$ cat src/rtl/rtcc_pkg.sv
// Shared types, constants and table functions for the RTC calendar converter.
// No dependencies; imported by rtcc_field_check and rtc_calendar_to_utc_seconds.

package rtcc_pkg;

    // Result status codes
    typedef enum logic [1:0] {
        STATUS_OK    = 2'd0,
        STATUS_FIELD = 2'd1,
        STATUS_RANGE = 2'd2
    } status_t;

    localparam int unsigned YEAR_LO      = 2000;
    localparam int unsigned YEAR_HI      = 2099;
    localparam logic signed [10:0] OFFSET_RESET = 11'sd480;

    // Supported UTC window, 2024-01-01 .. 2099-12-31 end of day
    localparam logic signed [34:0] UTC_MIN = 35'sd1704067200;
    localparam logic signed [34:0] UTC_MAX = 35'sd4102444799;

    localparam int DAYS_PER_ERA = 146097;
    localparam int EPOCH_SHIFT  = 719468;
    localparam int SECS_PER_DAY = 86400;

    // Era 5 covers 2000..2399, era 4 covers the shifted year 1999
    localparam logic signed [20:0] ERA5_BIAS = 21'(5 * DAYS_PER_ERA - EPOCH_SHIFT);
    localparam logic signed [20:0] ERA4_BIAS = 21'(4 * DAYS_PER_ERA - EPOCH_SHIFT);

    // Length of a month (1..12); zero for codes that are no month
    function automatic logic [4:0] days_in_month(input logic [3:0] month, input logic leap);
        logic [4:0] n;
        begin
            case (month)
                4'd1, 4'd3, 4'd5, 4'd7, 4'd8, 4'd10, 4'd12: n = 5'd31;
                4'd4, 4'd6, 4'd9, 4'd11:                   n = 5'd30;
                4'd2:                                      n = leap ? 5'd29 : 5'd28;
                default:                                   n = 5'd0;
            endcase
            return n;
        end
    endfunction

    // Day of year at the start of a March-based month: (153*mp + 2) / 5
    function automatic logic [8:0] month_day_base(input logic [3:0] mp);
        logic [8:0] b;
        begin
            case (mp)
                4'd0:    b = 9'd0;
                4'd1:    b = 9'd31;
                4'd2:    b = 9'd61;
                4'd3:    b = 9'd92;
                4'd4:    b = 9'd122;
                4'd5:    b = 9'd153;
                4'd6:    b = 9'd184;
                4'd7:    b = 9'd214;
                4'd8:    b = 9'd245;
                4'd9:    b = 9'd275;
                4'd10:   b = 9'd306;
                4'd11:   b = 9'd337;
                default: b = 9'd0;
            endcase
            return b;
        end
    endfunction

endpackage

$ cat src/rtl/rtcc_field_check.sv
// Range check of one calendar reading (year, month, day, time of day).
// Depends on rtcc_pkg for the month length table and year limits.

module rtcc_field_check
    import rtcc_pkg::*;
(
    input  logic [11:0] year,
    input  logic [3:0]  month,
    input  logic [4:0]  day,
    input  logic [4:0]  hour,
    input  logic [5:0]  minute,
    input  logic [5:0]  second,
    output logic        fields_ok
);

    logic       year_ok;
    logic       leap;
    logic [4:0] mdays;

    // Within 2000..2099 the leap rule reduces to divisibility by four
    assign year_ok = (year >= 12'(YEAR_LO)) && (year <= 12'(YEAR_HI));
    assign leap    = (year[1:0] == 2'b00);
    assign mdays   = days_in_month(month, leap);

    assign fields_ok = year_ok && (mdays != 5'd0) && (day != 5'd0) && (day <= mdays)
                    && (hour <= 5'd23) && (minute <= 6'd59) && (second <= 6'd59);

endmodule

$ cat src/rtl/rtc_calendar_to_utc_seconds.sv
// Top level: calendar reading to UTC seconds, four-stage pipeline.
// Depends on rtcc_pkg and rtcc_field_check.

// One request is taken on every cycle that start is high; busy is never raised.
// Each request yields exactly one result, marked by done, after it passes the v1,
// v2, v3 and done registers (stages: field check and day-of-year lookup, day count and time of
// day, day-to-seconds multiply, offset subtract and range check). The receiver
// cannot stall, so results leave at the input rate. status 0 gives utc_seconds,
// status 1 flags a bad calendar field, status 2 a time outside 2024..2099 UTC;
// utc_seconds is zero for both errors. Write the UTC offset register only with no
// request in flight.

module rtc_calendar_to_utc_seconds
    import rtcc_pkg::*;
(
    input  logic        clk,
    input  logic        rst_n,
    input  logic        start,
    output logic        busy,
    input  logic [11:0] year,
    input  logic [3:0]  month,
    input  logic [4:0]  day,
    input  logic [4:0]  hour,
    input  logic [5:0]  minute,
    input  logic [5:0]  second,
    input  logic        wr_en,
    input  logic [10:0] wr_data,
    output logic        done,
    output logic [1:0]  status,
    output logic [31:0] utc_seconds
);

    // Offset register
    logic signed [10:0] offset_reg;

    always_ff @(posedge clk or negedge rst_n)
    begin
        if (!rst_n)
            offset_reg <= OFFSET_RESET;
        else if (wr_en)
            offset_reg <= wr_data;
    end

    assign busy = 1'b0;

    // Stage 0 (comb): field check, shifted year, day of year
    logic        fields_ok;
    logic [11:0] y_shift;
    logic        era5_next;
    logic [8:0]  yoe_next;
    logic [3:0]  mp;
    logic [8:0]  doy_next;

    rtcc_field_check u_check (
        .year      (year),
        .month     (month),
        .day       (day),
        .hour      (hour),
        .minute    (minute),
        .second    (second),
        .fields_ok (fields_ok)
    );

    assign y_shift   = year - ((month <= 4'd2) ? 12'd1 : 12'd0);
    assign era5_next = (y_shift >= 12'(YEAR_LO));
    assign yoe_next  = era5_next ? 9'(y_shift - 12'(YEAR_LO)) : 9'd399;
    assign mp        = (month > 4'd2) ? (month - 4'd3) : (month + 4'd9);
    assign doy_next  = month_day_base(mp) + 9'(day) - 9'd1;

    logic        v1_reg;
    logic        ok1_reg;
    logic        era5_1_reg;
    logic [8:0]  yoe1_reg;
    logic [8:0]  doy1_reg;
    logic [4:0]  hour1_reg;
    logic [5:0]  min1_reg;
    logic [5:0]  sec1_reg;

    always_ff @(posedge clk or negedge rst_n)
    begin
        if (!rst_n)
            v1_reg <= 1'b0;
        else
            v1_reg <= start;
    end

    always_ff @(posedge clk)
    begin
        ok1_reg    <= fields_ok;
        era5_1_reg <= era5_next;
        yoe1_reg   <= yoe_next;
        doy1_reg   <= doy_next;
        hour1_reg  <= hour;
        min1_reg   <= minute;
        sec1_reg   <= second;
    end

    // Stage 1: days since 1970 and seconds into the day
    logic signed [20:0] doe;
    logic signed [20:0] day_count;
    logic [16:0]        tod_next;
    logic [1:0]         cent;

    assign cent      = era5_1_reg ? 2'd0 : 2'd3;
    assign doe       = 21'(yoe1_reg) * 21'sd365 + 21'(yoe1_reg[8:2]) - 21'(cent)
                     + 21'(doy1_reg);
    assign day_count = doe + (era5_1_reg ? ERA5_BIAS : ERA4_BIAS);
    assign tod_next  = 17'(hour1_reg) * 17'd3600 + 17'(min1_reg) * 17'd60 + 17'(sec1_reg);

    logic        v2_reg;
    logic        ok2_reg;
    logic [15:0] days2_reg;
    logic [16:0] tod2_reg;

    always_ff @(posedge clk or negedge rst_n)
    begin
        if (!rst_n)
            v2_reg <= 1'b0;
        else
            v2_reg <= v1_reg;
    end

    always_ff @(posedge clk)
    begin
        ok2_reg   <= ok1_reg;
        days2_reg <= day_count[15:0];
        tod2_reg  <= tod_next;
    end

    // Stage 2: days to seconds
    logic        v3_reg;
    logic        ok3_reg;
    logic [32:0] dsec3_reg;
    logic [16:0] tod3_reg;

    always_ff @(posedge clk or negedge rst_n)
    begin
        if (!rst_n)
            v3_reg <= 1'b0;
        else
            v3_reg <= v2_reg;
    end

    always_ff @(posedge clk)
    begin
        ok3_reg   <= ok2_reg;
        dsec3_reg <= 33'(days2_reg) * 33'(SECS_PER_DAY);
        tod3_reg  <= tod2_reg;
    end

    // Stage 3: subtract offset, range check, result register
    logic signed [16:0] off_secs;
    logic signed [34:0] utc_full;
    logic               in_range;
    status_t            status_next;
    logic [31:0]        utc_next;

    assign off_secs = 17'(offset_reg) * 17'sd60;
    assign utc_full = $signed({2'b00, dsec3_reg}) + $signed({18'd0, tod3_reg})
                    - 35'(off_secs);
    assign in_range = (utc_full >= UTC_MIN) && (utc_full <= UTC_MAX);

    always_comb
    begin
        status_next = STATUS_OK;
        utc_next    = 32'd0;
        if (!ok3_reg)
            status_next = STATUS_FIELD;
        else if (!in_range)
            status_next = STATUS_RANGE;
        else
            utc_next = utc_full[31:0];
    end

    logic        done_reg;
    status_t     status_reg;
    logic [31:0] utc_reg;

    always_ff @(posedge clk or negedge rst_n)
    begin
        if (!rst_n)
            done_reg <= 1'b0;
        else
            done_reg <= v3_reg;
    end

    always_ff @(posedge clk)
    begin
        status_reg <= status_next;
        utc_reg    <= utc_next;
    end

    assign done        = done_reg;
    assign status      = status_reg;
    assign utc_seconds = utc_reg;

    // Checks
    a_latency: assert property (@(posedge clk) disable iff (!rst_n)
        start |-> ##4 done)
        else $error("request did not produce a result four cycles later");

    a_no_spurious: assert property (@(posedge clk) disable iff (!rst_n)
        done |-> $past(start, 4))
        else $error("result without a matching request");

    a_ok_in_window: assert property (@(posedge clk) disable iff (!rst_n)
        (done && status == STATUS_OK) |-> (utc_seconds >= 32'd1704067200))
        else $error("accepted time below supported window");

    a_err_zero: assert property (@(posedge clk) disable iff (!rst_n)
        (done && status != STATUS_OK) |-> (utc_seconds == 32'd0))
        else $error("error result carries nonzero seconds");

endmodule
$ cat config.mk
export PLATFORM = sky130hd
export DESIGN_NAME = rtc_calendar_to_utc_seconds
export DESIGN_NICKNAME = d
export VERILOG_FILES = /design/src/rtl/rtcc_pkg.sv /design/src/rtl/rtcc_field_check.sv /design/src/rtl/rtc_calendar_to_utc_seconds.sv
export SDC_FILE = /design/constraint.sdc
export NUM_CORES = 1
export LEC_CHECK = 0
export BUFFER_PORTS_ARGS = -buffer_cell sky130_fd_sc_hd__buf_2
export CORE_MARGIN = 2
export CORE_UTILIZATION = 40
export CTS_CLUSTER_DIAMETER = 200
export DETAILED_ROUTE_END_ITERATION = 10
export SLEW_MARGIN = 5
export SYNTH_ARGS = -nofsm -noshare
export SYNTH_HDL_FRONTEND = slang
export SYNTH_SLANG_ARGS = --single-unit
export TNS_END_PERCENT = 100
$ cat constraint.sdc
create_clock -name clk -period 9.66 [get_ports clk]
set_clock_uncertainty 0.05 [all_clocks]
set_input_delay 1.932 -clock clk [delete_from_list [all_inputs] [get_ports clk]]
set_output_delay 1.932 -clock clk [all_outputs]
set_load 0.01 [all_outputs]
Word level (Yosys, flattened, before mapping)
Memories as Yosys holds them, arrays and structs flattened.
Cells that the tools add are included.
{"block": "word_totals", "register_bits": 164, "latchBits": 0, "ram_bits": 0, "romBits": 144, "in_bits": 53, "output_inout_bits": 36, "word_cells": 84, "mem_count": 1}
{"block": "op_classes", "add_sub_neg": 14, "mul": 5, "n_div": 0, "magnitude_cmp": 11, "n_eq_ne": 12, "shifts": 0, "mux": 7, "bitwise_logic": 0, "n_reduce_logical": 14}
{"name": "(name not given)", "depth": 16, "word_bits": 9, "rd": 1, "rd_clocked_by_memory_dff": 0, "wr": 0, "line_no": "rtcc_pkg.sv:47", "source": "case (mp)"}
{"operator": "$ge A35 B32 Y1 const B", "n": 1}
{"operator": "$le A35 B33 Y1 const B", "n": 1}
{"operator": "$sub A35 B17 Y35", "n": 1}
{"operator": "$add A33 B17 Y34", "n": 1}
{"operator": "$mul A16 B10 Y26 const B", "n": 1}
{"operator": "$ge A12 B11 Y1 const B", "n": 2}
{"operator": "$eq A4 B4 Y1 const B", "n": 5}
{"operator": "$add A17 B12 Y17", "n": 1}
{"operator": "$add A17 B6 Y17", "n": 1}
{"operator": "$add A16 B10 Y16", "n": 1}
{"operator": "$add A16 B16 Y16", "n": 1}
{"operator": "$add A16 B7 Y16", "n": 1}
{"operator": "$eq A4 B3 Y1 const B", "n": 4}
{"operator": "$mul A9 B9 Y16 const B", "n": 1}
{"operator": "$mux W16", "n": 1}
{"operator": "$sub A16 B2 Y16", "n": 1}
{"operator": "$mul A11 B5 Y15 const B", "n": 1}
{"operator": "$pmux W5 S3", "n": 1}
{"operator": "$mul A5 B8 Y13 const B", "n": 1}
{"operator": "$le A12 B12 Y1 const B", "n": 1}
{"operator": "$le A6 B6 Y1 const B", "n": 2}
{"operator": "$sub A12 B1 Y12", "n": 1}
{"operator": "$mul A6 B4 Y10 const B", "n": 1}
{"operator": "$reduce_bool A5 Y1", "n": 2}
{"operator": "other kinds (19)", "n": 29}

Longest topological paths before layout
{"block": "logic_depth", "word_depth": 10, "ltp_mapped": 32, "depth_no_buf": 31}

Modules after synthesis
From an unflattened synthesis, not the netlist that was laid out.
{"block": "hier_totals", "cells_unflattened": 1728, "area_unflattened_um2": 15841.4}
{"mod": "rtc_calendar_to_utc_seconds", "n_inst": 1, "cells_per_inst": 1690, "area_per_inst_um2": 15590.0, "seq_area_each_um2": 3363.2}
{"mod": "rtcc_field_check", "n_inst": 1, "cells_per_inst": 38, "area_per_inst_um2": 251.5, "seq_area_each_um2": 0.0}

Least setup slack after synthesis
OpenSTA, ideal clock, no wires.
{"block": "synth_path", "kind": "flip-flop to flip-flop", "startpoint": "reg offset_reg[5]", "endpoint": "reg status_reg[1] (netlist: status[1])", "setup_time_ns": 0.115, "arrival_time_ns": 6.764, "t_required_ns": 9.495, "setup_slack_ns": 2.731, "stages_incl_launch_ff": 29, "n_path_buf": 4, "period_less_slack_ns": 6.929, "path_cell_list": "dfstp_2 > ha_1 > fa_1 > inv_1 > fa_1 > inv_1 > ha_1 > a21o_1 > or3_1 > o21ba_1 > a31o_1 > a211o_1 > buf_6 > inv_4 > buf_6 > buf_2 > ha_1 > o21a_1 > nor2_1 > a21oi_1 > o311a_1 > or4_4 > and3_4 > a311oi_4 > a21oi_1 > and3b_1 > a22o_4 > buf_6 > o21a_1"}
{"block": "synth_via", "elab_chain_cells": 5, "elab_cells_between_ends": 6, "cone_classes": "add/sub (1); mul (1); order compare (2); mux (1); reduce/logical (1)"}
{"item": "start: declaration", "line_no": "rtc_calendar_to_utc_seconds.sv:34", "source": "logic signed [10:0] offset_reg;"}
{"item": "start signal: assignment", "line_no": "rtc_calendar_to_utc_seconds.sv:41", "source": "offset_reg <= wr_data;"}
{"item": "$mul A11 B5 Y15 (*)", "line_no": "rtc_calendar_to_utc_seconds.sv:158", "source": "assign off_secs = 17'(offset_reg) * 17'sd60;"}
{"item": "$sub A35 B17 Y35 (*)", "line_no": "rtc_calendar_to_utc_seconds.sv:160", "source": "- 35'(off_secs);"}
{"item": "$ge A35 B32 Y1 / $le A35 B33 Y1 (equally long branches)", "line_no": "rtc_calendar_to_utc_seconds.sv:161", "source": "assign in_range = (utc_full >= UTC_MIN) && (utc_full <= UTC_MAX);"}
{"item": "$logic_and A1 B1 Y1 (*)", "line_no": "rtc_calendar_to_utc_seconds.sv:161"}
{"item": "$mux W2 (*)", "line_no": "rtc_calendar_to_utc_seconds.sv:169", "source": "else if (!in_range)"}
{"item": "end signal: assignment", "line_no": "rtc_calendar_to_utc_seconds.sv:189", "source": "status_reg <= status_next;"}
{"item": "end: declaration", "line_no": "rtc_calendar_to_utc_seconds.sv:176", "source": "status_t status_reg;"}
Every way passes the cells marked *; elsewhere a longest branch is shown, timed or not.
A chain may end at the register's enable or synchronous reset.

Worst setup path in the final report
{"block": "layout_path", "startpoint": "reg offset_reg[5]", "endpoint": "reg utc_reg[4] (netlist: utc_seconds[4])"}
{"block": "layout_via", "elab_chain_cells": 5, "elab_cells_between_ends": 6, "cone_classes": "add/sub (1); mul (1); order compare (2); reduce/logical (2)"}
{"item": "$mul A11 B5 Y15 (*)", "line_no": "rtc_calendar_to_utc_seconds.sv:158"}
{"item": "$sub A35 B17 Y35 (*)", "line_no": "rtc_calendar_to_utc_seconds.sv:160"}
{"item": "$ge A35 B32 Y1 / $le A35 B33 Y1 (equally long branches)", "line_no": "rtc_calendar_to_utc_seconds.sv:161"}
{"item": "$logic_and A1 B1 Y1 (*)", "line_no": "rtc_calendar_to_utc_seconds.sv:161"}
{"item": "$reduce_and A2 Y1 (no line) (*)"}
{"item": "end signal: assignment", "line_no": "rtc_calendar_to_utc_seconds.sv:190", "source": "utc_reg <= utc_next;"}
{"item": "end: declaration", "line_no": "rtc_calendar_to_utc_seconds.sv:177", "source": "logic [31:0] utc_reg;"}
Marked as above.

==> impl_metrics.csv <==
group,metric,value,unit
cts,worstSkewPairLatency,0.44,ns
min_path,hp-class,"flop to flop",
sta,rsz0062_at_grt,"false",
global_route,grt_usage,14.8,%
drt,firstDrtPassIters,5,
cts,cts_resized,0,
floorplanning,initial_utilization,40.6,%
run,max-cap-violations,0,
global_route,grt_max_degree,34,
finish,largest_register_ffs,32,
critical_path,end_kind,"flop",
critical_path,worstPathRequired,9.95,ns
cts,clockRootBuffer,"clkbuf_16",
critical_path,cp_max_fo,33,
floorplanning,dieArea,42100,um^2
drt,drtIter0Drc,395,
yosys,syn_inst,1740,
finish,final_common_cell,"inv_1",
cts,numClockSinks,164,
min_path,hold_end,"tod2_reg[0]",
global_route,grt_pass1_vias,11100,
global_route,grt-ovfl-total,0,
outcome,status,"completed",
drt,routed_via_density,4.91,
yosys,syn_nets,2182,
sta,hold_viol,0,
critical_path,slowest_delay,0.59,ns
yosys,synth_warnings,0,
finish,antennaDiodeCount,0,
yosys,synth-async-reset-ratio,9.15,%
sta,timing.final.crit_share,77.4,%
critical_path,cp-start-kind,"flop",
critical_path,worstSetupPathType,"flop to flop",
critical_path,rr_startpoint,"offset_reg[5]",
cts,tritoncts,"done",
floorplanning,io_pins,89,
finish,final_nets,2258,
critical_path,ff2ff_setup_slack,2.18,ns
sta,setup_viol,0,
critical_path,worstRegToRegCells,25,
critical_path,cp_slowest_cell,"a21oi_1",
cts,path_clk_slew,0.07,ns
yosys,ys_seq_elements,164,
yosys,yosys.area.top_type,"ha_1",
min_path,worstHoldPathCells,0,
yosys,ys_seq_area_share,20.8,%
critical_path,reg2reg_to,"utc_seconds[4]",
global_route,antenna_found_initial,0,
drt,wirelength,30000,um
critical_path,path_buf_inv,4,
yosys,yosysUniqueCellTypes,98,
finish,fillerInstances,3906,
floorplanning,rows,73,
finish,layout-drive-gt1-share,10.8,%
cts,cts-hold-fix-buffers,0,
critical_path,cp-startpoint,"offset_reg[5]",
yosys,synth.top_cell.area_share,21.0,%
sta,drv_slew,0,
min_path,holdCritStartpoint,"sec1_reg[0]",
floorplanning,die_w,205,um
critical_path,crit_arrival,7.77,ns
drt,via_count,11600,
drt,remaining_drc_errors,0,
finish,layout_common_cells,"313 x inv_1, 271 x ha_1, 149 x dfxtp_1",
cts,post_cts_buffers,0,
critical_path,critPathTopFamily,"compound AO/OA/AOI/OAI gates",
yosys,syn_area_per_cell,9.30,um^2
sta,timing.fmax,134,MHz
placed_design,hpwl,25500,um
yosys,synth_edf_count,0,
critical_path,cpMostUsedCell,"ha_1",
sta,setup_tns,0,ns
placed_design,globalplace.congestion,0.831,
sta,period_needed,7.48,ns
drt,wl_per_cell,12.7,um
sta,worst_pin_slew,1.01,ns
global_route,grt_pass1_wl,51300,um
yosys,synth_flop_cell,"dfxtp_1",
floorplanning,die_y,205,um
placed_design,io_buffers,87,
drt,ant_nets,0,
cts,cts_inserted_buffers,17,
sta,slew_headroom,32.2,%
yosys,yosys-top-cells-area,"ha_1 21%, dfxtp_1 18%, fa_1 15%, inv_1 7.3%, xnor2_1 5.7%",
cts,cts_max_level,4,
yosys,netlist_area,16200,um^2
cts,clk_path_buf_depth,2,
floorplanning,core,39800,um^2
finish,area_delta_synth_final,9.30,%
[per-stage QoR]
| stage | util [%] | cell area, um^2 | cells | hold slack, ns | setup WS (ns) |
|---|---|---|---|---|---|
| floorplan | - | 16200 | 1740 | 0.260 | 2.73 |
| global placement | 43.0 | 17100 | 2322 | 0.262 | 2.32 |
| detailed placement | 43.0 | 17100 | 2322 | 0.262 | 2.20 |
| CTS | 44.4 | 17700 | 2354 | 0.279 | 2.15 |
| global route | 44.4 | 17700 | 2354 | 0.285 | 1.56 |
| finish | 44.4 | 17700 | 2354 | 0.278 | 2.18 |
[per-layer routing]
metal	GRT usage, %	wire length [um]	vias to the layer above
met3	2.26	938	23
met5	0	0	-
li1	-	-	6018
met2	24.8	13900	165
met4	3.73	342	0
met1	20.0	14800	5358
[cells in the mapped netlist (6+ instances only)]
cell type	number
nand2_1	80
a31oi_1	12
o21a_1	21
inv_1	313
nand2b_1	15
nor2b_1	13
nand4_1	8
and3_1	19
buf_6	6
nor4_2	13
a21oi_1	89
a211o_1	7
and2_1	10
nor3_1	28
xor2_1	35
o21bai_1	29
dfrtp_1	11
nor3_2	16
clkbuf_1	16
o21ai_0	45
mux2_2	7
a21o_1	24
dfxtp_1	149
nor2_1	85
or3_1	7
ha_1	271
a211oi_1	11
fa_1	118
o211ai_1	7
xnor2_1	106
or4_1	6
nand3_1	26
[final cells by class]
type                            instances  area [um^2]  share of cell area [%]
Clock buffer                           18          439                    2.48
Clock inverter                         14          134                   0.757
Timing Repair Buffer                   89          450                    2.55
Multi-Input combinational cell       1229        11500                    64.8
Inverter                              315         1180                    6.70
Tap cell                              525          657                    3.71
Sequential cell                       164         3360                    19.0
[how the worst max path moves through the flow]
stage | slack (ns) | to | depth (start not counted)
after detailed placement | 2.20 | utc_seconds[18] | 25
after global placement | 2.32 | utc_seconds[18] | 25
final | 2.18 | utc_seconds[4] | 25
after floorplan | 2.73 | status[1] | 28
after global routing | 1.56 | utc_seconds[18] | 28
after CTS | 2.15 | utc_seconds[4] | 25
[cells by family (layout without fill, tap and decap cells)]
kind of cell / after synthesis / count (layout) / share of synthesized area (%)
flops: 164 / 164 / 20.8
mux: 12 / 12 / 0.820
other cells: 1 / 1 / 0.0232
buf+inv: 347 / 436 / 8.41
simple gates: 356 / 356 / 12.1
compound gates: 327 / 327 / 14.3
fa+ha+maj: 389 / 389 / 35.6
xor+xnor: 144 / 144 / 8.00
Power is not shown: default switching activity piles up to over one toggle a cycle in this logic, so the estimate is an artifact.
